### config.mk
export PLATFORM = sky130hd
export DESIGN_NAME = cpio_newc_stream_parser
export DESIGN_NICKNAME = d
export VERILOG_FILES = /design/src/cnp_pkg.sv /design/src/cnp_core.sv /design/src/cpio_newc_stream_parser.sv
export SDC_FILE = /design/constraint.sdc
export NUM_CORES = 1
export LEC_CHECK = 0
export BUFFER_PORTS_ARGS = -buffer_cell sky130_fd_sc_hd__buf_2
export CAP_MARGIN = 10
export CORE_UTILIZATION = 50
export DETAILED_ROUTE_END_ITERATION = 8
export PLACE_DENSITY = 0.81
export RECOVER_POWER = 100
export SETUP_SLACK_MARGIN = 0.05
export SYNTH_ARGS = -nofsm -noshare
export SYNTH_HDL_FRONTEND = slang
export SYNTH_HIERARCHICAL = 1
export SYNTH_SLANG_ARGS = --single-unit
### constraint.sdc
create_clock -name clk -period 3.3 [get_ports clk]
set_clock_uncertainty 0.05 [all_clocks]
set_input_delay 0.165 -clock clk [delete_from_list [all_inputs] [get_ports clk]]
set_output_delay 0.165 -clock clk [all_outputs]
set_load 0.02 [all_outputs]
### src/cnp_pkg.sv
// ----------------------------------------------------------------------------
// cnp_pkg
// Types, codes and constant tables shared by the cpio newc stream parser.
// ----------------------------------------------------------------------------
package cnp_pkg;

	// parser phase, one-hot
	typedef enum logic [6:0] {
		PH_HEADER  = 7'b0000001,
		PH_NAME    = 7'b0000010,
		PH_NAMEPAD = 7'b0000100,
		PH_DATA    = 7'b0001000,
		PH_DATAPAD = 7'b0010000,
		PH_DONE    = 7'b0100000,
		PH_ERROR   = 7'b1000000
	} cnp_phase_t;

	// result kinds
	localparam logic [1:0] K_NAME  = 2'd0;
	localparam logic [1:0] K_DATA  = 2'd1;
	localparam logic [1:0] K_DONE  = 2'd2;
	localparam logic [1:0] K_ERROR = 2'd3;

	// error codes
	localparam logic [2:0] E_MAGIC   = 3'd0;
	localparam logic [2:0] E_HEX     = 3'd1;
	localparam logic [2:0] E_EMPTY   = 3'd2;
	localparam logic [2:0] E_UNTERM  = 3'd3;
	localparam logic [2:0] E_TRUNC   = 3'd4;

	// header layout
	localparam logic [6:0] HDR_LAST  = 7'd109;
	localparam logic [6:0] MAGIC_LEN = 7'd6;
	localparam logic [6:0] FSIZE_AT  = 7'd54;
	localparam logic [6:0] NSIZE_AT  = 7'd94;
	localparam logic [6:0] HEX_LEN   = 7'd8;

	// trailer name incl. its NUL
	localparam logic [3:0] TRL_LEN   = 4'd11;

	typedef struct packed {
		logic        valid;
		logic [1:0]  kind;
		logic [7:0]  byte_value;
		logic [31:0] file_size;
		logic        name_nul;
		logic        data_last;
		logic [2:0]  error_code;
	} cnp_res_t;

	function automatic logic [7:0] magic_char(input logic [2:0] idx);
		logic [7:0] c;
		case (idx)
			3'd1, 3'd3: c = 8'h37;
			3'd5:       c = 8'h31;
			default:    c = 8'h30;
		endcase
		return c;
	endfunction

	function automatic logic [7:0] trailer_char(input logic [3:0] idx);
		logic [7:0] c;
		case (idx)
			4'd0:             c = 8'h54; // T
			4'd1:             c = 8'h52; // R
			4'd2:             c = 8'h41; // A
			4'd3:             c = 8'h49; // I
			4'd4:             c = 8'h4C; // L
			4'd5:             c = 8'h45; // E
			4'd6:             c = 8'h52; // R
			4'd7, 4'd8, 4'd9: c = 8'h21; // !
			default:          c = 8'h00;
		endcase
		return c;
	endfunction

	// {bad, nibble}
	function automatic logic [4:0] hex_nibble(input logic [7:0] b);
		logic [4:0] r;
		if (b inside {[8'h30:8'h39]}) begin
			r = {1'b0, 4'(b - 8'h30)};
		end else if (b inside {[8'h41:8'h46]}) begin
			r = {1'b0, 4'(b - 8'h37)};
		end else if (b inside {[8'h61:8'h66]}) begin
			r = {1'b0, 4'(b - 8'h57)};
		end else begin
			r = 5'b10000;
		end
		return r;
	endfunction

endpackage

### src/cnp_core.sv
// ----------------------------------------------------------------------------
// cnp_core
// Parser state and per-byte decode; gives at most one result per word.
// ----------------------------------------------------------------------------
module cnp_core #(
	parameter int ALIGN_BYTES = 4
) (
	input  logic             clk,
	input  logic             arst_n,
	input  logic             accept,
	input  logic [7:0]       archive_byte,
	input  logic             first_byte,
	input  logic             last_byte,
	output cnp_pkg::cnp_res_t res
);
	import cnp_pkg::*;

	localparam int OW = (ALIGN_BYTES > 2) ? $clog2(ALIGN_BYTES) : 1;
	localparam logic [OW-1:0] OFF_TOP = OW'(ALIGN_BYTES - 1);

	cnp_phase_t    phase_q, ph, phase_d;
	logic [6:0]    hidx_q, hidx, hidx_d;
	logic [31:0]   nlen_q, nlen, nlen_d;
	logic [31:0]   esize_q, esize, esize_d;
	logic [31:0]   rem_q, rem, rem_d;
	logic [OW-1:0] off_q, off, off_d;
	logic          hexerr_q, hexerr, hexerr_d;
	logic          trl_q, trl, trl_d;
	logic [3:0]    nidx_q, nidx, nidx_d;
	logic [4:0]    hx;
	logic          stop;
	logic          off_zero;

	assign hx = hex_nibble(archive_byte);

	always_comb begin
		// first_byte restarts before the word is handled
		ph     = first_byte ? PH_HEADER : phase_q;
		hidx   = first_byte ? '0 : hidx_q;
		nlen   = first_byte ? '0 : nlen_q;
		esize  = first_byte ? '0 : esize_q;
		rem    = first_byte ? '0 : rem_q;
		off    = first_byte ? '0 : off_q;
		hexerr = first_byte ? 1'b0 : hexerr_q;
		trl    = first_byte ? 1'b1 : trl_q;
		nidx   = first_byte ? '0 : nidx_q;

		phase_d  = ph;
		hidx_d   = hidx;
		nlen_d   = nlen;
		esize_d  = esize;
		rem_d    = rem;
		off_d    = off;
		hexerr_d = hexerr;
		trl_d    = trl;
		nidx_d   = nidx;
		stop     = 1'b0;
		off_zero = 1'b0;
		res      = '0;

		if (ph != PH_DONE && ph != PH_ERROR) begin
			off_d    = (off == OFF_TOP) ? '0 : off + OW'(1);
			off_zero = (off_d == '0);
			case (ph)
				PH_HEADER: begin
					if (hidx == '0) begin
						nlen_d   = '0;
						esize_d  = '0;
						hexerr_d = 1'b0;
					end
					if (hidx < MAGIC_LEN) begin
						if (archive_byte != magic_char(hidx[2:0])) begin
							stop = 1'b1;
						end
					end else if (hidx >= FSIZE_AT && hidx < FSIZE_AT + HEX_LEN) begin
						if (hx[4]) hexerr_d = 1'b1;
						else       esize_d  = {esize_d[27:0], hx[3:0]};
					end else if (hidx >= NSIZE_AT && hidx < NSIZE_AT + HEX_LEN) begin
						if (hx[4]) hexerr_d = 1'b1;
						else       nlen_d   = {nlen_d[27:0], hx[3:0]};
					end
					if (stop) begin
						phase_d        = PH_ERROR;
						res.valid      = 1'b1;
						res.kind       = K_ERROR;
						res.error_code = E_MAGIC;
					end else if (hidx == HDR_LAST) begin
						hidx_d = '0;
						if (hexerr_d || nlen_d == '0) begin
							stop           = 1'b1;
							phase_d        = PH_ERROR;
							res.valid      = 1'b1;
							res.kind       = K_ERROR;
							res.error_code = hexerr_d ? E_HEX : E_EMPTY;
						end else begin
							phase_d = PH_NAME;
							rem_d   = nlen_d;
							trl_d   = 1'b1;
							nidx_d  = '0;
						end
					end else begin
						hidx_d = hidx + 7'd1;
					end
				end
				PH_NAME: begin
					if (nidx < TRL_LEN && archive_byte != trailer_char(nidx)) trl_d = 1'b0;
					if (nidx < TRL_LEN) nidx_d = nidx + 4'd1;
					rem_d = rem - 32'd1;
					if (rem != 32'd1) begin
						res.valid      = 1'b1;
						res.kind       = K_NAME;
						res.byte_value = archive_byte;
						res.file_size  = esize;
					end else if (archive_byte != 8'h00) begin
						stop           = 1'b1;
						phase_d        = PH_ERROR;
						res.valid      = 1'b1;
						res.kind       = K_ERROR;
						res.error_code = E_UNTERM;
					end else begin
						// name shorter than the trailer text cannot match
						if (nidx < TRL_LEN - 4'd1) trl_d = 1'b0;
						if (off_zero && trl_d) begin
							stop      = 1'b1;
							phase_d   = PH_DONE;
							res.valid = 1'b1;
							res.kind  = K_DONE;
						end else begin
							res.valid     = 1'b1;
							res.kind      = K_NAME;
							res.file_size = esize;
							res.name_nul  = 1'b1;
							if (!off_zero) begin
								phase_d = PH_NAMEPAD;
							end else if (esize != '0) begin
								phase_d = PH_DATA;
								rem_d   = esize;
							end else begin
								phase_d = PH_HEADER;
							end
						end
					end
				end
				PH_NAMEPAD: begin
					if (off_zero) begin
						if (trl) begin
							stop      = 1'b1;
							phase_d   = PH_DONE;
							res.valid = 1'b1;
							res.kind  = K_DONE;
						end else if (esize != '0) begin
							phase_d = PH_DATA;
							rem_d   = esize;
						end else begin
							phase_d = PH_HEADER;
						end
					end
				end
				PH_DATA: begin
					rem_d          = rem - 32'd1;
					res.valid      = 1'b1;
					res.kind       = K_DATA;
					res.byte_value = archive_byte;
					res.file_size  = esize;
					if (rem == 32'd1) begin
						res.data_last = 1'b1;
						phase_d       = off_zero ? PH_HEADER : PH_DATAPAD;
					end
				end
				PH_DATAPAD: begin
					if (off_zero) phase_d = PH_HEADER;
				end
				default: begin
					phase_d = ph;
				end
			endcase
			// truncation overrides an ordinary result
			if (last_byte && !stop) begin
				phase_d        = PH_ERROR;
				res            = '0;
				res.valid      = 1'b1;
				res.kind       = K_ERROR;
				res.error_code = E_TRUNC;
			end
		end
		res.valid = res.valid & accept;
	end

	always_ff @(posedge clk or negedge arst_n) begin
		if (!arst_n) begin
			phase_q  <= PH_HEADER;
			hidx_q   <= '0;
			nlen_q   <= '0;
			esize_q  <= '0;
			rem_q    <= '0;
			off_q    <= '0;
			hexerr_q <= 1'b0;
			trl_q    <= 1'b1;
			nidx_q   <= '0;
		end else if (accept) begin
			phase_q  <= phase_d;
			hidx_q   <= hidx_d;
			nlen_q   <= nlen_d;
			esize_q  <= esize_d;
			rem_q    <= rem_d;
			off_q    <= off_d;
			hexerr_q <= hexerr_d;
			trl_q    <= trl_d;
			nidx_q   <= nidx_d;
		end
	end

endmodule

### src/cpio_newc_stream_parser.sv
// Output: each result is held in the output register, which loads it as its byte is taken.
// Throughput: one archive byte per cycle while the output is not stalled; per-byte decode is a single pass of logic.
// The input stalls only while a held result is itself stalled.
// Reset: asynchronous, clears to the header phase with an empty output register.
// ----------------------------------------------------------------------------
// cpio_newc_stream_parser
// Byte-stream cpio newc parser: header check, name and data pass-through.
// ----------------------------------------------------------------------------
module cpio_newc_stream_parser #(
	parameter int ALIGN_BYTES = 4
) (
	input  logic       clk,
	input  logic       arst_n,
	input  logic       archive_valid,
	output logic       archive_stall,
	input  logic [7:0] archive_byte,
	input  logic       first_byte,
	input  logic       last_byte,
	output logic       result_valid,
	input  logic       result_stall,
	output logic [1:0] kind,
	output logic [7:0] byte_value,
	output logic [31:0] file_size,
	output logic       name_nul,
	output logic       data_last,
	output logic [2:0] error_code
);
	import cnp_pkg::*;

	logic     accept;
	logic     load;
	cnp_res_t res;
	cnp_res_t out_q;

	assign load          = !out_q.valid || !result_stall;
	assign archive_stall = !load;
	assign accept        = archive_valid && load;

	cnp_core #(
		.ALIGN_BYTES(ALIGN_BYTES)
	) u_core (
		.clk         (clk),
		.arst_n      (arst_n),
		.accept      (accept),
		.archive_byte(archive_byte),
		.first_byte  (first_byte),
		.last_byte   (last_byte),
		.res         (res)
	);

	// payload is don't-care while valid is low
	always_ff @(posedge clk or negedge arst_n) begin
		if (!arst_n) begin
			out_q <= '0;
		end else if (load) begin
			out_q <= res;
		end
	end

	assign result_valid = out_q.valid;
	assign kind         = out_q.kind;
	assign byte_value   = out_q.byte_value;
	assign file_size    = out_q.file_size;
	assign name_nul     = out_q.name_nul;
	assign data_last    = out_q.data_last;
	assign error_code   = out_q.error_code;

`ifndef NO_ASSERTIONS
	a_end_words_zero: assert property (@(posedge clk) disable iff (!arst_n)
		result_valid && (kind == K_DONE || kind == K_ERROR)
		|-> byte_value == 8'h00 && file_size == '0 && !name_nul && !data_last)
		else $error("complete/error word carries payload");

	a_name_end_nul: assert property (@(posedge clk) disable iff (!arst_n)
		result_valid && name_nul |-> kind == K_NAME && byte_value == 8'h00)
		else $error("name end not on a NUL name word");

	a_data_end_kind: assert property (@(posedge clk) disable iff (!arst_n)
		result_valid && data_last |-> kind == K_DATA && !name_nul)
		else $error("data end on a non-data word");

	a_code_only_on_error: assert property (@(posedge clk) disable iff (!arst_n)
		result_valid && kind != K_ERROR |-> error_code == E_MAGIC)
		else $error("error code set outside an error word");
`endif

endmodule

==> results_tabular.tex <==
\begin{tabular}{lr}
\hline
Metric & Value \\
\hline
\multicolumn{2}{l}{\textbf{Clocking}} \\
\quad Maximum clock insertion buffer count & 2 \\
\quad Total clock buffers created by CTS & 17 \\
\quad Root Driver & sky130\_fd\_sc\_hd\_\_clkbuf\_16 \\
\quad Clock latency on the worst-skew pair & 440 ps \\
\quad CTS tree & done \\
\quad Number of sinks on the clock net & roughly 170 \\
\quad Clock transition at the registers of the reported paths & 80 ps \\
\quad Max H-tree Level & 4 \\
\multicolumn{2}{l}{\textbf{Setup path}} \\
\quad Critical path peak fanout & 14 \\
\quad Cell at the slowest stage of the critical path & sky130\_fd\_sc\_hd\_\_or4b\_1 \\
\quad Req. time, crit path & 3580 ps \\
\quad Longest individual stage delay on the worst path & about 470 ps \\
\quad Category of cells accounting for the largest share of critical-path delay & simple AND/OR/NAND/NOR gates \\
\quad Count of buffering cells on the critical path with inverters included & 2 \\
\quad Worst path arrival time & 3470 ps \\
\quad Library cell appearing most often on the critical path & sky130\_fd\_sc\_hd\_\_buf\_4 \\
\quad Worst setup path category & flop to flop \\
\quad Critical path cell sequence & buf\_4 > or4b\_1 > o221ai\_2 > a311oi\_2 > nor4\_4 > a2111oi\_2 > or2\_4 > buf\_4 > a22oi\_1 > a31oi\_1 > o22a\_1 \\
\quad Kind of start point of the critical path & flop \\
\quad Critical Path Sink Type & flop \\
\multicolumn{2}{l}{\textbf{Status}} \\
\quad Failing checks & capacitance limit, slew limit \\
\quad Status & complete, but fails checks \\
\multicolumn{2}{l}{\textbf{STA}} \\
\quad Final worst slack & 106 ps \\
\quad Relative max-transition margin & -55.4\% \\
\quad Count of final hold-check violations & 0 \\
\quad Minimum clock period after layout & 3190 ps \\
\quad Pins Over Slew Limit & 139 \\
\quad Final setup violating endpoints & 0 \\
\quad Slew of the pin with the lowest slew margin & 2330 ps \\
\quad RSZ-0062 raised after global routing & yes \\
\quad Period utilisation layout & 96.8\% \\
\quad Peak Freq & 0.313 GHz \\
\multicolumn{2}{l}{\textbf{Pwr}} \\
\quad Cell-internal power & 3.88 mW \\
\quad VDD IR max & 327 uV \\
\quad P\_sw & approximately 2.2 mW \\
\quad Reg power frac & about two fifths \\
\quad Static leakage & 5.98 nW \\
\quad Clock group share of total power & 33.7\% \\
\quad Power density of the placed cells & between 400 and 500 mW/mm\^{}2 \\
\quad Combinational cell fraction of total power & 27.0\% \\
\quad Sw frac & 35.7\% \\
\multicolumn{2}{l}{\textbf{Global routing}} \\
\quad Largest net degree at the start of global routing & 90 \\
\quad Combined global-route utilization of all metal layers & 32.8\% \\
\quad Global-route wire length before repair & a little under 60000 microns \\
\quad Via count of the first global-routing pass & 10700 \\
\quad Total gr overflow & 0 \\
\quad Antenna violations before repair & 1 \\
\multicolumn{2}{l}{\textbf{Synth}} \\
\quad Yosys warning count & 6 \\
\quad Mapped Cells & 1281 \\
\quad Mean post-synth cell area & 8.75 sq um \\
\quad Combined area of all synthesized cells & 0.0112 sq mm \\
\quad Part of the Yosys area used for sequential elements & 37.1\% \\
\quad Synth Area in Simple Gates & between 20\% and 30\% \\
\quad Post-Synth XOR/XNOR Area & 1.48\% \\
\quad Share of synthesized cell area in full adder, half adder and majority cells & under 10\% \\
\quad Fraction of the mapped netlist area in compound gates & $\sim$26\% \\
\quad Number of enable flip-flop cells after synthesis & 0 \\
\quad Share of synthesized registers carrying an async set or reset & 100\% \\
\quad Seq cells post-synth & 166 \\
\quad Post-synthesis mux area share & 6.91\% \\
\quad Unique cell type count in the Yosys netlist & 91 \\
\quad Largest family of logic cells by synthesized area & compound AO/OA/AOI/OAI gates \\
\quad Most common flop cell mapped by yosys & sky130\_fd\_sc\_hd\_\_dfrtp\_1 \\
\quad Synth Net Count & approximately 1300 \\
\multicolumn{2}{l}{\textbf{Place}} \\
\quad Post-DP HPWL & between 20000 and 30000 microns \\
\quad \# port buffers & a little over 60 \\
\quad Pre-CTS WS & -67.1 ps \\
\quad Routability congestion estimate & 1.00 \\
\quad Instance count after placement with tap cells included & 1685 \\
\multicolumn{2}{l}{\textbf{Route}} \\
\quad Via count & between 10000 and 15000 \\
\quad Iter 0 DRT Violations & between 1000 and 1500 \\
\quad DRT Wirelength & 37000 microns \\
\quad 1st-pass router iterations & 9 \\
\quad Routed vias/inst & between 6 and 7 \\
\quad Number of nets still failing antenna checks after routing & 0 \\
\quad WL/cell & 21.5 microns \\
\quad DRC Markers & 0 \\
\multicolumn{2}{l}{\textbf{Layout}} \\
\quad NumNets Final & 1460 \\
\quad Number of antenna diodes & 0 \\
\quad Fill cells & 1850 \\
\quad Area growth from synthesis to final layout & 20.7\% \\
\quad Number of standard cells in the final layout excluding fillers & roughly 1700 \\
\quad Fraction of final layout cells sized beyond drive strength 1 & a little over a fifth \\
\multicolumn{2}{l}{\textbf{Flow run}} \\
\quad Max-Cap Viols & 2 \\
\multicolumn{2}{l}{\textbf{Floorplan}} \\
\quad Y dimension of the die & about 150 microns \\
\quad Cell row count & 54 \\
\quad Area of the die & 0.0230 sq mm \\
\quad Number of I/O pins & 63 \\
\quad Core footprint & roughly 0.022 sq mm \\
\quad Die X-Extent & roughly 150 microns \\
\quad Initial Util & 51.2\% \\
\multicolumn{2}{l}{\textbf{Min path}} \\
\quad Path class of the lowest-slack min-delay path & primary input to flop \\
\hline
\end{tabular}
-- worst min-delay path, delay by kind of cell --
family                 cells  cell delay (ps)
AND/OR/NAND/NOR            1              140
buffers and inverters      1              110
multiplexers               1              130
-- synthesized netlist by cell type, types with 17 or more instances --
cell type | instances | area [sq um]
sky130_fd_sc_hd__nand3_1 | 40 | 200
sky130_fd_sc_hd__a21oi_1 | 59 | 295
sky130_fd_sc_hd__inv_1 | 30 | 113
sky130_fd_sc_hd__o21ai_0 | 72 | 360
sky130_fd_sc_hd__a21o_1 | 20 | 150
sky130_fd_sc_hd__clkbuf_1 | 56 | 210
sky130_fd_sc_hd__nor4_1 | 27 | 169
sky130_fd_sc_hd__ha_1 | 17 | 213
sky130_fd_sc_hd__mux2_2 | 47 | 529
sky130_fd_sc_hd__nor2_1 | 59 | 221
sky130_fd_sc_hd__and3_1 | 20 | 125
sky130_fd_sc_hd__a22o_1 | 37 | 324
sky130_fd_sc_hd__a22oi_1 | 36 | 270
sky130_fd_sc_hd__nor2b_1 | 23 | 144
sky130_fd_sc_hd__nor3_1 | 23 | 115
sky130_fd_sc_hd__o2bb2ai_1 | 31 | 272
sky130_fd_sc_hd__and2_1 | 37 | 231
sky130_fd_sc_hd__mux2i_1 | 20 | 200
sky130_fd_sc_hd__nand2_1 | 190 | 713
sky130_fd_sc_hd__dfrtp_1 | 164 | 4100
-- layer usage --
| layer | track usage, % | routed length [microns] |
|---|---|---|
| met5 | 0 | 15 |
| met3 | 7.10 | 3890 |
| met4 | 13.8 | 1290 |
| met2 | 48.8 | 16000 |
| met1 | 45.6 | 15800 |
-- sequential cells by signal (all words and copies together) (netlist names), 2 cells and up --
register and count:
file_size 32, u_core/esize_q 32, u_core/nlen_q 32, u_core/rem_q 32, byte_value 8, u_core/hidx_q 7
u_core/phase_q 7, u_core/nidx_q 4, error_code 3, kind 2, u_core/off_q 2
-- cells in the final DEF, fill, tap and decap left out, types with 10 or more instances in the layout --
cell type                   instances
sky130_fd_sc_hd__a221oi_1          12
sky130_fd_sc_hd__nand2b_1          11
sky130_fd_sc_hd__clkbuf_1          48
sky130_fd_sc_hd__buf_4            150
sky130_fd_sc_hd__inv_1             26
sky130_fd_sc_hd__mux2i_1           20
sky130_fd_sc_hd__dfrtp_1          163
sky130_fd_sc_hd__xnor2_1           12
sky130_fd_sc_hd__a22oi_1           34
sky130_fd_sc_hd__a31oi_1           15
sky130_fd_sc_hd__a21oi_1           58
sky130_fd_sc_hd__nand4_1           10
sky130_fd_sc_hd__nor4_1            24
sky130_fd_sc_hd__nor2_1            57
sky130_fd_sc_hd__buf_2             12
sky130_fd_sc_hd__and2_1            36
sky130_fd_sc_hd__o21ai_0           71
sky130_fd_sc_hd__clkbuf_16         17
sky130_fd_sc_hd__a21o_1            20
sky130_fd_sc_hd__o2bb2ai_1         31
sky130_fd_sc_hd__a22o_1            37
sky130_fd_sc_hd__mux2_2            19
sky130_fd_sc_hd__mux2_4            31
sky130_fd_sc_hd__nor3_1            22
sky130_fd_sc_hd__nor2b_1           23
sky130_fd_sc_hd__nand3_1           40
sky130_fd_sc_hd__and3_1            20
sky130_fd_sc_hd__ha_1              15
sky130_fd_sc_hd__nand2_1          189
-- cell families (layout without fill, tap and decap cells) --
| group | after synthesis | count (layout) |
|---|---|---|
| and+or+nand+nor | 489 | 489 |
| AOI/OAI and AO/OA | 398 | 398 |
| DFF | 166 | 166 |
| buffers and inverters | 122 | 283 |
| muxes | 70 | 70 |
| xor gates and xnor gates | 19 | 19 |
| adders and majority gates | 17 | 17 |
-- power groups by stage --
stage          Combinational, mW  Clock [mW]  Sequential, mW
2_1_floorplan               1.01           0            2.36
3_3_place_gp                1.53           0            2.39
3_5_place_dp                1.56           0            2.39
4_1_cts                     1.57        2.05            2.36
5_1_grt                     1.74        2.13            2.39
6_report                    1.63        2.03            2.38
-- metrics by stage --
stage	utilization [%]	instance area [sq um]	hold slack [ps]	total power, mW	TNS [ps]
after global placement	58.7	12900	236	3.92	-52.0
final	61.8	13500	92.0	6.03	0
after floorplan	-	11400	-181	3.38	-1250
after detailed placement	58.7	12900	239	3.96	-193
after CTS	61.7	13500	79.1	5.99	0
after global routing	61.8	13500	133	6.26	-45.5
-- path summary, 6_finish.rpt --
check,endpoint,start,slack (ps),depth (start not counted)
worst max-delay path,u_core/rem_q[12],u_core/nidx_q[1],110,11
worst min-delay path,byte_value[7],archive_byte[7],90,3
worst max register to register,u_core/rem_q[12],u_core/nidx_q[1],110,11
worst min register to register,u_core/off_q[0],u_core/off_q[0],440,2
max in group asynchronous,file_size[8],arst_n,770,3
min in group asynchronous,data_last,arst_n,860,2
-- layout make-up --
class,count,area (sq um),area share (%)
Clock buffer,17,425,3.14
Clock inverter,15,173,1.28
Inverter,30,115,0.851
Multi-Input combinational cell,993,6790,50.2
Sequential cell,166,4160,30.7
Tap cell,280,350,2.59
Timing Repair Buffer,221,1520,11.2
-- timing repair --
| item | 4_1_cts | 5_1_grt |
|---|---|---|
| endpoints found under the setup margin | 36 | 73 |
| hold buffers | 1 | 0 |
| setup buffers | 3 | 1 |
| endpoints found under the hold margin | 85 | 0 |
| gates resized for setup | 6 | 18 |
| pin swaps | 1 | 6 |
No activity file was read; power rests on OpenSTA's default activity.
